**src/hdl/mbe_pkg.sv**
```systemverilog
`timescale 1ns / 1ps
`default_nettype none

package mbe_pkg;

    localparam int WORD_W      = 32;
    localparam int STEP_W      = 31;
    localparam int MAG_W       = 31;
    localparam int LIMIT_W     = 16;
    localparam int PIX_W       = 12;
    localparam int COUNT_OUT_W = 16;
    localparam int CFG_IDX_W   = 3;

    localparam int DEF_COORD_BITS = 12;
    localparam int DEF_FRAC_BITS  = 28;
    localparam int DEF_ITER_BITS  = 16;

    localparam logic signed [WORD_W-1:0] RST_X_ORIGIN = -32'sd536870912;
    localparam logic signed [WORD_W-1:0] RST_Y_ORIGIN = -32'sd402653184;
    localparam logic [STEP_W-1:0]        RST_X_STEP   = 31'd786432;
    localparam logic [STEP_W-1:0]        RST_Y_STEP   = 31'd786432;
    localparam logic [MAG_W-1:0]         RST_ESC_R    = 31'd1073741824;
    localparam logic [LIMIT_W-1:0]       RST_MAX_ITER = 16'd1000;

    localparam logic signed [63:0] WORD_MAX = 64'sd2147483647;
    localparam logic signed [63:0] WORD_MIN = -64'sd2147483648;

    typedef enum logic [CFG_IDX_W-1:0] {
        CFG_X_ORIGIN = 3'd0,
        CFG_Y_ORIGIN = 3'd1,
        CFG_X_STEP   = 3'd2,
        CFG_Y_STEP   = 3'd3,
        CFG_ESC_R    = 3'd4,
        CFG_MAX_ITER = 3'd5
    } cfg_idx_t;

    typedef enum logic [3:0] {
        ST_IDLE = 4'b0001,
        ST_INIT = 4'b0010,
        ST_MUL  = 4'b0100,
        ST_EVAL = 4'b1000
    } state_t;

    typedef struct packed {
        logic load_pix;
        logic init;
        logic mul;
        logic step;
        logic out_load;
    } cmd_t;

    typedef struct packed {
        logic cont;
    } sts_t;

    function automatic logic signed [WORD_W-1:0] sat_word(input logic signed [63:0] v);
        logic signed [WORD_W-1:0] r;
        if (v > WORD_MAX)
        begin
            r = WORD_MAX[WORD_W-1:0];
        end
        else if (v < WORD_MIN)
        begin
            r = WORD_MIN[WORD_W-1:0];
        end
        else
        begin
            r = v[WORD_W-1:0];
        end
        return r;
    endfunction

endpackage

`default_nettype wire

```
**src/hdl/mbe_ctrl.sv**
```systemverilog
`timescale 1ns / 1ps
`default_nettype none

module mbe_ctrl (
    input  wire logic          clk,
    input  wire logic          rst_n,
    input  wire logic          in_valid,
    output logic               in_ready,
    output logic               out_valid,
    input  wire logic          out_ready,
    input  wire mbe_pkg::sts_t sts,
    output mbe_pkg::cmd_t      cmd
);

    mbe_pkg::state_t state_reg, state_next;
    logic            out_valid_reg, out_valid_next;
    logic            out_free;

    assign out_free  = !out_valid_reg || out_ready;
    assign in_ready  = (state_reg == mbe_pkg::ST_IDLE);
    assign out_valid = out_valid_reg;

    always_comb
    begin
        state_next = state_reg;
        cmd        = '0;
        case (state_reg)
            mbe_pkg::ST_IDLE:
            begin
                if (in_valid)
                begin
                    cmd.load_pix = 1'b1;
                    state_next   = mbe_pkg::ST_INIT;
                end
            end
            mbe_pkg::ST_INIT:
            begin
                cmd.init   = 1'b1;
                state_next = mbe_pkg::ST_MUL;
            end
            mbe_pkg::ST_MUL:
            begin
                cmd.mul    = 1'b1;
                state_next = mbe_pkg::ST_EVAL;
            end
            mbe_pkg::ST_EVAL:
            begin
                if (sts.cont)
                begin
                    cmd.step   = 1'b1;
                    state_next = mbe_pkg::ST_MUL;
                end
                else if (out_free)
                begin
                    cmd.out_load = 1'b1;
                    state_next   = mbe_pkg::ST_IDLE;
                end
            end
            default:
            begin
                state_next = mbe_pkg::ST_IDLE;
            end
        endcase
    end

    always_comb
    begin
        out_valid_next = out_valid_reg;
        if (cmd.out_load)
        begin
            out_valid_next = 1'b1;
        end
        else if (out_ready)
        begin
            out_valid_next = 1'b0;
        end
    end

    always_ff @(posedge clk or negedge rst_n)
    begin
        if (!rst_n)
        begin
            state_reg     <= mbe_pkg::ST_IDLE;
            out_valid_reg <= 1'b0;
        end
        else
        begin
            state_reg     <= state_next;
            out_valid_reg <= out_valid_next;
        end
    end

    a_no_overwrite: assert property (@(posedge clk) disable iff (!rst_n)
        cmd.out_load |-> !(out_valid_reg && !out_ready))
        else $error("result word overwritten while pending");

    a_busy_after_accept: assert property (@(posedge clk) disable iff (!rst_n)
        (in_valid && in_ready) |=> !in_ready)
        else $error("input taken again while busy");

endmodule

`default_nettype wire

```
**config.mk**
```make
export PLATFORM = sky130hd
export DESIGN_NAME = mbe_ctrl
export DESIGN_NICKNAME = d
export VERILOG_FILES = /design/src/hdl/mbe_pkg.sv /design/src/hdl/mbe_ctrl.sv
export SDC_FILE = /design/constraint.sdc
export NUM_CORES = 1
export LEC_CHECK = 0
export ABC_AREA = 1
export BUFFER_PORTS_ARGS = -buffer_cell sky130_fd_sc_hd__buf_2
export CAP_MARGIN = 20
export CORE_AREA = 2 2 39 41
export DETAILED_ROUTE_END_ITERATION = 8
export DIE_AREA = 0 0 41 43
export PLACE_DENSITY = 0.5
export SLEW_MARGIN = 10
export SYNTH_ARGS = -nofsm -noshare
export SYNTH_HDL_FRONTEND = slang
export SYNTH_SLANG_ARGS = --single-unit
```
**constraint.sdc**
```tcl
create_clock -name clk -period 1.21 [get_ports clk]
set_input_delay 0.121 -clock clk [delete_from_list [all_inputs] [get_ports clk]]
set_output_delay 0.121 -clock clk [all_outputs]
set_load 0.02 [all_outputs]
```
* Word level (Yosys, flattened, before mapping)
Index checks and enable logic that the tools add are counted.
** Cells by class
- Multiplexer cells :: 14
- Reductions and logical operators :: 4
- Eq/ne operators :: 6
** Operators by type and width (number)
- 4-bit one-hot mux with 4 select lines :: 1
- 4-bit two-way mux :: 3
- 1-bit two-way mux :: 9
- 4-bit by 1-bit equality test with 1-bit output, second input constant :: 1
- 4-bit by 2-bit equality test with 1-bit output, second input constant :: 1
- 4-bit by 3-bit equality test with 1-bit output, second input constant :: 1
- 4-bit equality test, second input constant :: 1
- 3-bit != test, second input constant :: 1
- 2-bit two-way mux :: 1
- 2-bit != test, second input constant :: 1
- 2-bit AND reduction :: 1
- 2-bit nonzero test :: 1
- 1-bit logical NOT :: 1
- 1-bit logical OR :: 1
** Word-level totals
- Output and inout bits :: 7
- Word-level logic and storage cells :: 26
- Input bits :: 5
- Flip-flop bits (word level) :: 5

* Depth between registers and ports, before layout
Gate-level depths: netlist of run 1.
- Depth in word-level cells :: 6
- Gate-level depth with buffers :: 7
- Depth with buffers taken out :: 7

* Least setup slack after synthesis of run 1
Ideal clock, no wire load.
- Kind :: register -> output
- Start point :: register state_reg[0]
- End point :: output cmd[4] (netlist name)
- Data required time :: 1.089 ns
- Buffers on the path :: 0
- Data arrival time :: 1.032 ns
- Cell stages (with the launch flop) :: 5
- Setup slack :: 0.057 ns
- Cell sequence :: dfstp_2 -> inv_1 -> nor2_2 -> nand2_1 -> nor2_1
** RTL lines
- start, declared :: line mbe_ctrl.sv:15 : mbe_pkg::state_t state_reg, state_next;
- start signal, assigned :: line mbe_ctrl.sv:83 : state_reg <= mbe_pkg::ST_IDLE;
- start signal, assigned :: line mbe_ctrl.sv:88 : state_reg <= state_next;
- end, declared :: line mbe_ctrl.sv:12 : output mbe_pkg::cmd_t cmd

==> results.py, run 1 <==
metrics = {
    "run_status": {
        "outcome": "finished, violations left",
        "violations": "setup timing",
    },
    "synthesis": {
        "synth_warnings": 0,
        "yosysTopAreaCell": "dfrtp_1",
        "postSynthCellCount": 43,
        "synth-seq-cells": 5,
        "yosysSeqAreaShare_pct": 42.4,
        "synth_fp_nets": 48,
        "syn_area_per_cell_um2": 6.93,
        "yosysTopAreaCellShare_pct": 33.6,
        "synth_area_um2": 298,
        "synth_area_leaders": "dfrtp_1 (34%), inv_1 (13%), nor2_1 (13%), dfstp_2 (8.8%), nand2_1 (8.8%)",
        "synth.distinct_cells": 10,
    },
    "sta": {
        "finalCritPeriodShare_pct": 110,
        "min_period_ns": 1.34,
        "holdWs_ns": 0.147,
        "layout_setup_ws_ns": -0.126,
        "fmax_ghz": 0.748,
        "final_max_slew_viol_count": 0,
        "finalSetupViolations": 7,
        "fin_skew_ns": 0.0000795,
        "hold_viol_final": 0,
        "slew_headroom_pct": 84.9,
        "worst_pin_slew_ns": 0.226,
        "setup_total_negative_slack_ns": -0.663,
        "rsz0062_at_grt": "true",
    },
    "clock_network": {
        "cts_tree": "done",
        "cts-root-buf": "clkbuf_4",
        "path_clk_slew_ns": 0.04,
        "cts.sinks": 5,
        "clock_latency_ns": 0.24,
        "numCtsBuffers": 3,
        "cts_buffer_depth": 2,
        "cts_max_level": 1,
    },
    "critical_path": {
        "cp.depth": 5,
        "worst_setup_path_end_kind": "primary output",
        "max_stage_delay_ns": 0.54,
        "worstReg2RegEnd": "state_reg[0]$_DFFE_PN1P_",
        "rrSetupSlack_ns": -0.07,
        "slowest_stage": "dfstp_2",
        "start_kind": "flop",
        "reg2reg_from": "state_reg[0]$_DFFE_PN1P_",
        "endpoint": "cmd[4]",
        "crit_arrival_ns": 1.22,
        "cp.required_ns": 1.09,
        "cp-startpoint": "state_reg[0]$_DFFE_PN1P_",
        "ff2ff_path_depth": 9,
        "critical_path_buf_inv_count": 2,
        "crit_family": "flip-flops",
        "crit_chain": "inv_2, nor2_4, nand2_2, nor2_1, buf_4",
        "path_max_fanout": 3,
        "path_class": "flop to primary output",
    },
    "die": {
        "core_um2": 1380,
        "row_count": 14,
        "start_util_pct": 21.5,
        "io_pins": 12,
        "die-area_um2": 1760,
        "die_h_um": 43,
        "die_w_um": 41,
    },
    "cells_and_area": {
        "utilization_pct": 37.4,
        "num_antenna_cells": 0,
        "drive_gt1_share_pct": 58.5,
        "nNetsFinal": 71,
        "largest_register_ffs": 4,
        "num-fill-cells": 145,
        "syn_to_final_growth_pct": 73.9,
    },
    "placement": {
        "place_ws_ns": 0.0637,
        "dp_hpwl_um": 433,
        "port_buffers": 11,
        "gp_congestion": 0.677,
    },
    "power": {
        "leakage_nw": 0.292,
        "power_density_nw_per_um2": 2290,
        "peakVddDrop_uv": 1070,
    },
    "global_routing": {
        "grtUsageTotal_pct": 11.1,
        "grt_pass1_vias": 316,
        "grt_max_degree": 6,
        "antenna_found_initial": 0,
        "grt_pass1_wl_mm": 1.29,
        "global_route.overflow_total": 0,
    },
    "route": {
        "routed_via_density": 4.31,
        "first_pass_iters": 4,
        "wl_per_cell_um": 9.72,
        "drtAntennaViolNets": 0,
        "num_vias": 349,
        "routed_wl_um": 787,
        "dr.first_iter.drc_count": 9,
        "drcViolationCount": 0,
    },
    "worst_hold_path": {
        "hp-class": "input pin to flop",
    },
    "job": {
        "maxCapViolations": 0,
    },
}
[report_power, final]
group	switching, mW	internal [mW]	leakage, nW
sequential	0.0638	0.230	0.0619
clock	0.0635	0.124	0.0150
combinational	0.355	0.351	0.215
total	0.482	0.705	0.292
[logic make-up after synthesis]
kind of cell           share of synthesized area [%]
AND/OR/NAND/NOR                                 36.6
AO/OA/AOI/OAI                                   3.36
flip-flops                                      42.4
buffers and inverters                           17.6
[through the flow]
| step | total power, mW | instance area (um^2) | instances |
|---|---|---|---|
| after floorplan | 0.541 | 298 | 43 |
| after global placement | 0.627 | 358 | 68 |
| after detailed placement | 0.631 | 358 | 68 |
| after CTS | 1.11 | 494 | 81 |
| after global routing | 1.27 | 518 | 81 |
| final | 1.19 | 518 | 81 |
[routing by layer]
layer  GRT usage (%)  part of all wire (%)
met5               0                     0
met2            17.8                    60
met1            12.5                    37
met3            6.28                   2.9
met4            2.00                     0
[area by class of cell]
class	count	area [um^2]	share of cell area (%)
flip-flops and latches	5	129	24.9
inverters	10	37.5	7.25
repair buffers	20	149	28.7
well taps	16	20.0	3.86
clock buffers	4	26.3	5.07
multi-input cells	26	156	30.2
[tightest hold or removal path: stages]
cell	delay (ns)
buf_2	0.07
inv_1	0.05
nor2_1	0.09
[Yosys cell counts]
cell and count:
buf_4 2, dfrtp_1 4, dfstp_2 1, inv_1 10, nand2_1 7, nand3_1 2
nand3_2 1, nor2_1 10, nor2_2 4, o21ai_0 2
[worst min path at each step]
| stage | start | end | slack (ns) | depth (start not counted) |
|---|---|---|---|---|
| after floorplan | rst_n | out_valid$_DFFE_PN0P_ | -0.17 | 0 |
| after global placement | rst_n | state_reg[3]$_DFFE_PN0P_ | -0.06 | 1 |
| after detailed placement | rst_n | state_reg[3]$_DFFE_PN0P_ | -0.06 | 1 |
| after CTS | in_valid | state_reg[1]$_DFFE_PN0P_ | 0.13 | 3 |
| after global routing | in_valid | state_reg[1]$_DFFE_PN0P_ | 0.17 | 3 |
| final | in_valid | state_reg[1]$_DFFE_PN0P_ | 0.15 | 3 |
[layout by cell type, fill, tap and decap left out]
cell type / instances
buf_4: 10
nand3_2: 2
o21ai_0: 2
dfrtp_1: 2
dfrtp_2: 2
buf_6: 3
clkbuf_4: 3
nor2_2: 1
dlygate4sd3_1: 1
nand3_1: 1
nand2_2: 4
inv_2: 2
nor2_4: 4
inv_1: 8
nand2_1: 3
buf_2: 6
dfstp_2: 1
clkbuf_1: 1
nor2_1: 9
[what timing repair did]
action | CTS | global route
cloned | 0 | 0
endpoints found under the setup margin | 6 | 7
endpoints found under the hold margin | 5 | 0
hold buffers | 1 | 0
setup buffers | 8 | 1
gates resized for setup | 13 | 9
pin swaps | 6 | 8
Power figures use the tool's default switching activity.
==> run 2, diff against run 1 <==
Settings changed: CAP_MARGIN 20 to 25, PLACE_DENSITY 0.5 to not set, PLACE_DENSITY_LB_ADDON set to 0.05.
==> run 2 against run 1 <==
  * The flow still finishes with violations (setup timing)
  * Clock skew rose by 0.0044 ns
  * Cell count down 2.5%
  * Non-clock buffer count shrank 2
  * Worst setup slack worse by 0.037 ns
  * Wire length increased by 7.0%
  * Sequential share of layout area increased by 0.56 points
  * Hold slack gained 0.0093 ns
  * Via count fell by 6.9%
  * Utilization decreased by 1.2 points
  * Combinational power is 10% lower
  * Design area down 3.1%
  * Global-route usage decreased by 0.27 points
  * Critical path type unchanged
  * Critical endpoint unchanged
==> results.py, run 2 (synthesis results as in run 1) <==
metrics = {
    "clock_network": {
        "path_clk_slew_ns": 0.05,
        "cts-root-buf": "clkbuf_4",
        "cts.sinks": 5,
        "cts_buffer_depth": 2,
        "numCtsBuffers": 3,
        "cts_tree": "done",
        "clock_latency_ns": 0.24,
        "cts_max_level": 1,
    },
    "die": {
        "die_w_um": 41,
        "row_count": 14,
        "die_h_um": 43,
        "start_util_pct": 21.5,
        "core_um2": 1380,
        "die-area_um2": 1760,
        "io_pins": 12,
    },
    "power": {
        "power_mw": 1.12,
        "peakVddDrop_uv": 827,
        "leakage_nw": 0.282,
        "power_density_nw_per_um2": 2230,
    },
    "sta": {
        "slew_headroom_pct": 83.3,
        "final_max_slew_viol_count": 0,
        "rsz0062_at_grt": "true",
        "worst_pin_slew_ns": 0.249,
        "fin_skew_ns": 0.00443,
        "finalSetupViolations": 7,
        "min_period_ns": 1.37,
        "fmax_ghz": 0.728,
        "finalCritPeriodShare_pct": 113,
        "layout_setup_ws_ns": -0.163,
        "hold_viol_final": 0,
    },
    "critical_path": {
        "endpoint": "cmd[4]",
        "rrSetupSlack_ns": -0.02,
        "ff2ff_path_depth": 8,
        "worst_setup_path_end_kind": "primary output",
        "crit_arrival_ns": 1.25,
        "reg2reg_from": "state_reg[0]$_DFFE_PN1P_",
        "start_kind": "flop",
        "path_max_fanout": 4,
        "cp-startpoint": "state_reg[0]$_DFFE_PN1P_",
        "worstReg2RegEnd": "state_reg[0]$_DFFE_PN1P_",
        "cp.required_ns": 1.09,
        "path_class": "flop to primary output",
    },
    "route": {
        "routed_wl_um": 842,
        "num_vias": 325,
        "first_pass_iters": 4,
        "dr.first_iter.drc_count": 7,
        "drtAntennaViolNets": 0,
        "wl_per_cell_um": 10.7,
        "drcViolationCount": 0,
        "routed_via_density": 4.11,
    },
    "worst_hold_path": {
        "hp-class": "input pin to flop",
        "holdPathStages": 3,
    },
    "global_routing": {
        "antenna_found_initial": 0,
        "grt_pass1_vias": 246,
        "grtUsageTotal_pct": 10.9,
        "grt_max_degree": 6,
        "grt_pass1_wl_mm": 1.15,
        "global_route.overflow_total": 0,
    },
    "run_status": {
        "outcome": "finished, violations left",
        "violations": "setup timing",
    },
    "cells_and_area": {
        "largest_register_ffs": 4,
        "nNetsFinal": 69,
        "drive_gt1_share_pct": 54.0,
        "final_common_cell": "nor2_1",
        "syn_to_final_growth_pct": 68.5,
        "utilization_pct": 36.3,
        "final_cell_mix": "nor2_1 (8), inv_1 (7), buf_2 (7), buf_4 (7)",
        "finalNonFillerCells": 79,
        "num_antenna_cells": 0,
    },
    "placement": {
        "dp_hpwl_um": 548,
        "place_ws_ns": 0.0616,
        "port_buffers": 11,
        "placedCellCount": 68,
        "gp_congestion": 0.744,
    },
    "job": {
        "maxCapViolations": 0,
    },
}
[run 2: changes by cell type in the layout (fill, tap and decap cells not counted), sizes merged]
cell | previous run | this run
buf | 19 | 17
[run 2: critical path, stage by stage (launching register included)]
cell	delay, ns
dfstp_2	0.54
inv_2	0.05
nor2_4	0.13
nand2_4	0.08
nor2_4	0.08
buf_6	0.12
[run 2: final cells by class]
class / count / area (um^2)
Fill cell: 159 / 882
Inverter: 10 / 37.5
Timing Repair Buffer: 18 / 131
Tap cell: 16 / 20.0
Sequential cell: 5 / 128
Clock buffer: 4 / 26.3
Multi-Input combinational cell: 26 / 159
[run 2: timing repair]
item,4_1_cts,5_1_grt
setup endpoints to repair,6,7
gates resized for setup,10,11
pin swaps,2,6
hold buffers,1,0
setup buffers,3,3
hold endpoints to repair,5,0
[run 2: worst min-delay path by stage]
| stage | from | endpoint |
|---|---|---|
| after floorplan | rst_n | out_valid$_DFFE_PN0P_ |
| after global placement | rst_n | state_reg[2]$_DFFE_PN0P_ |
| after detailed placement | rst_n | state_reg[2]$_DFFE_PN0P_ |
| after CTS | in_valid | state_reg[1]$_DFFE_PN0P_ |
| after global routing | out_ready | out_valid$_DFFE_PN0P_ |
| final | in_valid | state_reg[1]$_DFFE_PN0P_ |
[run 2: routing by layer]
| metal | up-vias | wire length, um | global-route usage, % |
|---|---|---|---|
| met5 | - | 0 | 0 |
| met4 | 0 | 4 | 10.0 |
| met3 | 2 | 58 | 3.14 |
| met2 | 13 | 437 | 14.1 |
| met1 | 146 | 341 | 13.6 |
| li1 | 164 | - | - |
[run 2: stage by stage]
step / instance area, um^2 / TNS (ns) / hold slack, ns
after floorplan: 298 / 0 / -0.175
after global placement: 358 / 0 / -0.0525
after detailed placement: 358 / 0 / -0.0468
after CTS: 443 / -0.751 / 0.124
after global routing: 502 / -1.20 / 0.205
final: 502 / -0.860 / 0.156
[run 2: where the power goes]
part / switching, mW / internal [mW] / total [mW]
clock: 0.0726 / 0.125 / 0.198
sequential: 0.0612 / 0.228 / 0.289
combinational: 0.342 / 0.292 / 0.634
==> run 3, diff against run 2 <==
Settings changed: ABC_AREA 1 to not set.
==> run 3 against run 2 <==
  * Cell count is 19% lower
  * Largest cell class unchanged
  * Critical endpoint unchanged
  * Clock skew is 0.0013 ns lower
  * Register-to-register slack worse by 0.03 ns
  * Die area stayed put
  * Utilization is 1.4 points higher
  * Critical path depth is 1 lower
  * Non-clock buffer count is 1 higher
  * Maximum frequency is 8.2% lower
  * The flow still finishes with violations (setup timing)
  * Via count is 18% lower
  * Largest power group unchanged
==> results.py, run 3 <==
metrics = {
    "sta": {
        "holdWs_ns": 0.129,
        "worst_pin_slew_ns": 0.320,
        "finalSetupViolations": 7,
        "fin_skew_ns": 0.00314,
        "final_max_slew_viol_count": 0,
        "fmax_ghz": 0.668,
        "min_period_ns": 1.50,
        "slew_headroom_pct": 78.4,
        "layout_setup_ws_ns": -0.286,
        "finalCritPeriodShare_pct": 124,
        "rsz0062_at_grt": "true",
        "hold_viol_final": 0,
    },
    "synthesis": {
        "yosysSeqAreaShare_pct": 42.8,
        "synth_area_leaders": "dfrtp_1 (34%), nor4b_2 (10%), dfstp_2 (8.9%), and2_1 (6.4%), buf_4 (5.1%)",
        "synth_fp_nets": 32,
        "yosysTopAreaCell": "dfrtp_1",
        "synth_warnings": 0,
        "synthTopCellsByCount": "dfrtp_1 (4), and2_1 (3)",
        "synth_edf_count": 0,
        "synth-seq-cells": 5,
        "synthArstFlopShare_pct": 100,
        "syn_area_per_cell_um2": 10.9,
        "synth.most_common_cell": "dfrtp_1",
        "postSynthCellCount": 27,
        "yosysTopAreaCellShare_pct": 33.9,
        "synth_ff_type": "dfrtp_1",
        "synth_area_um2": 295,
        "synth.distinct_cells": 18,
    },
    "critical_path": {
        "worstReg2RegEnd": "state_reg[2]$_DFFE_PN0P_",
        "crit_arrival_ns": 1.38,
        "cp-startpoint": "state_reg[2]$_DFFE_PN0P_",
        "worst_setup_path_end_kind": "primary output",
        "ff2ff_path_depth": 4,
        "path_max_fanout": 3,
        "start_kind": "flop",
        "cp.required_ns": 1.09,
        "rrSetupSlack_ns": -0.05,
        "endpoint": "cmd[4]",
        "reg2reg_from": "state_reg[0]$_DFFE_PN1P_",
        "path_class": "flop to primary output",
    },
    "die": {
        "die-area_um2": 1760,
        "row_count": 14,
        "die_w_um": 41,
        "start_util_pct": 21.3,
        "io_pins": 12,
        "core_um2": 1380,
        "die_h_um": 43,
    },
    "power": {
        "peakVddDrop_uv": 618,
        "leakage_nw": 0.250,
        "power_density_nw_per_um2": 1870,
        "p_int_mw": 0.634,
        "power.share.combinational_pct": 49.3,
        "clkPwrFrac_pct": 19.6,
        "seqPwrFrac_pct": 31.1,
        "netSwitchingPower_mw": 0.342,
        "switching_share_pct": 35.0,
    },
    "placement": {
        "gp_congestion": 0.587,
        "place_ws_ns": -0.0912,
        "port_buffers": 11,
        "place_area_um2": 398,
        "dp_hpwl_um": 499,
    },
    "route": {
        "wl_per_cell_um": 10.5,
        "drtAntennaViolNets": 0,
        "drcViolationCount": 0,
        "routed_wl_um": 669,
        "first_pass_iters": 2,
        "routed_via_density": 4.17,
        "num_vias": 267,
        "dr.first_iter.drc_count": 1,
    },
    "clock_network": {
        "clock_latency_ns": 0.24,
        "cts.sinks": 5,
        "path_clk_slew_ns": 0.04,
        "cts_buffer_depth": 2,
        "cts_tree": "done",
        "numCtsBuffers": 3,
        "cts-root-buf": "clkbuf_4",
        "cts_max_level": 1,
    },
    "global_routing": {
        "grtUsageTotal_pct": 9.39,
        "grt_pass1_wl_mm": 1.04,
        "grt_pass1_vias": 289,
        "global_route.overflow_total": 0,
        "grt_max_degree": 7,
        "antenna_found_initial": 0,
    },
    "cells_and_area": {
        "final_cell_mix": "buf_4 (9), buf_2 (6), clkbuf_4 (3), dfrtp_1 (3), buf_6 (3)",
        "syn_to_final_growth_pct": 76.7,
        "drive_gt1_share_pct": 66.7,
        "final_common_cell": "buf_4",
        "num-fill-cells": 141,
        "largest_register_ffs": 4,
        "design_area_um2": 522,
        "nNetsFinal": 54,
        "num_antenna_cells": 0,
    },
    "run_status": {
        "violations": "setup timing",
        "outcome": "finished, violations left",
    },
    "job": {
        "maxCapViolations": 0,
    },
    "worst_hold_path": {
        "hp-class": "input pin to flop",
    },
}
## run 3: cell types whose count changed after synthesis, moves of 2 or more
cell and change:
nor2_2 -4, and2_1 +3, inv_1 -10, nor2_1 -9, nand2b_1 +2, nor2b_1 +2, nand3_1 -2, nand2_1 -6
nor4b_2 +2
## run 3: cell type report
class                      count  area, um^2  share of cell area [%]
multi-input combinational     20         206                    39.6
timing repair buffer          19         141                    27.1
clock buffer                   4        26.3                    5.04
sequential                     5         128                    24.5
tap                           16        20.0                    3.84
## run 3: worst min-delay path by stage
stage          startpoint                  endpoint  slack [ns]  cells past startpoint
2_1_floorplan       rst_n     out_valid$_DFFE_PN0P_       -0.17                      0
3_3_place_gp        rst_n     out_valid$_DFFE_PN0P_       -0.06                      1
3_5_place_dp        rst_n     out_valid$_DFFE_PN0P_       -0.06                      1
4_1_cts          in_valid  state_reg[1]$_DFFE_PN0P_        0.12                      2
5_1_grt          in_valid  state_reg[1]$_DFFE_PN0P_        0.14                      2
6_report         in_valid  state_reg[1]$_DFFE_PN0P_        0.13                      2
## run 3: cells by family after synthesis
logic type / synth area share (%)
AOI/OAI and AO/OA: 12.3
buffers and inverters: 5.08
DFF: 42.8
and+or+nand+nor: 39.8
## run 3: power groups by stage
stage / clock network (mW) / registers (mW) / logic, mW
floorplan: 0 / 0.288 / 0.237
global placement: 0 / 0.285 / 0.352
detailed placement: 0 / 0.290 / 0.358
CTS: 0.202 / 0.301 / 0.453
global route: 0.212 / 0.313 / 0.517
finish: 0.192 / 0.304 / 0.481
## run 3: worst max-delay path, cell delays in order (launching register included)
cell and delay, ns:
dfrtp_1 0.41, buf_4 0.16, nor4b_4 0.28, and2_4 0.18, buf_6 0.11
## run 3: per-layer routing
metal | vias to the layer above | global-route usage (%) | share of wire [%]
met2 | 7 | 13.1 | 54
met1 | 122 | 9.84 | 39
met4 | 0 | 10.0 | 1.5
li1 | 136 | - | -
met5 | - | 0 | 0
met3 | 2 | 3.14 | 5.5
## run 3: through the flow
step                instances  setup TNS (ns)  power [mW]  utilization [%]
detailed placement         56          -0.277       0.647             28.8
floorplan                  27          -0.116       0.525                -
global placement           56          -0.225       0.638             28.8
CTS                        65           -1.59       0.956             36.7
finish                     64           -1.27       0.976             37.7
global route               64           -1.86        1.04             37.7
## run 3: what timing repair did
action	CTS	global route
hold buffers	1	0
setup endpoints to repair	7	10
endpoints found under the hold margin	5	0
pin swaps	5	3
setup buffers	4	0
resized for setup	13	4
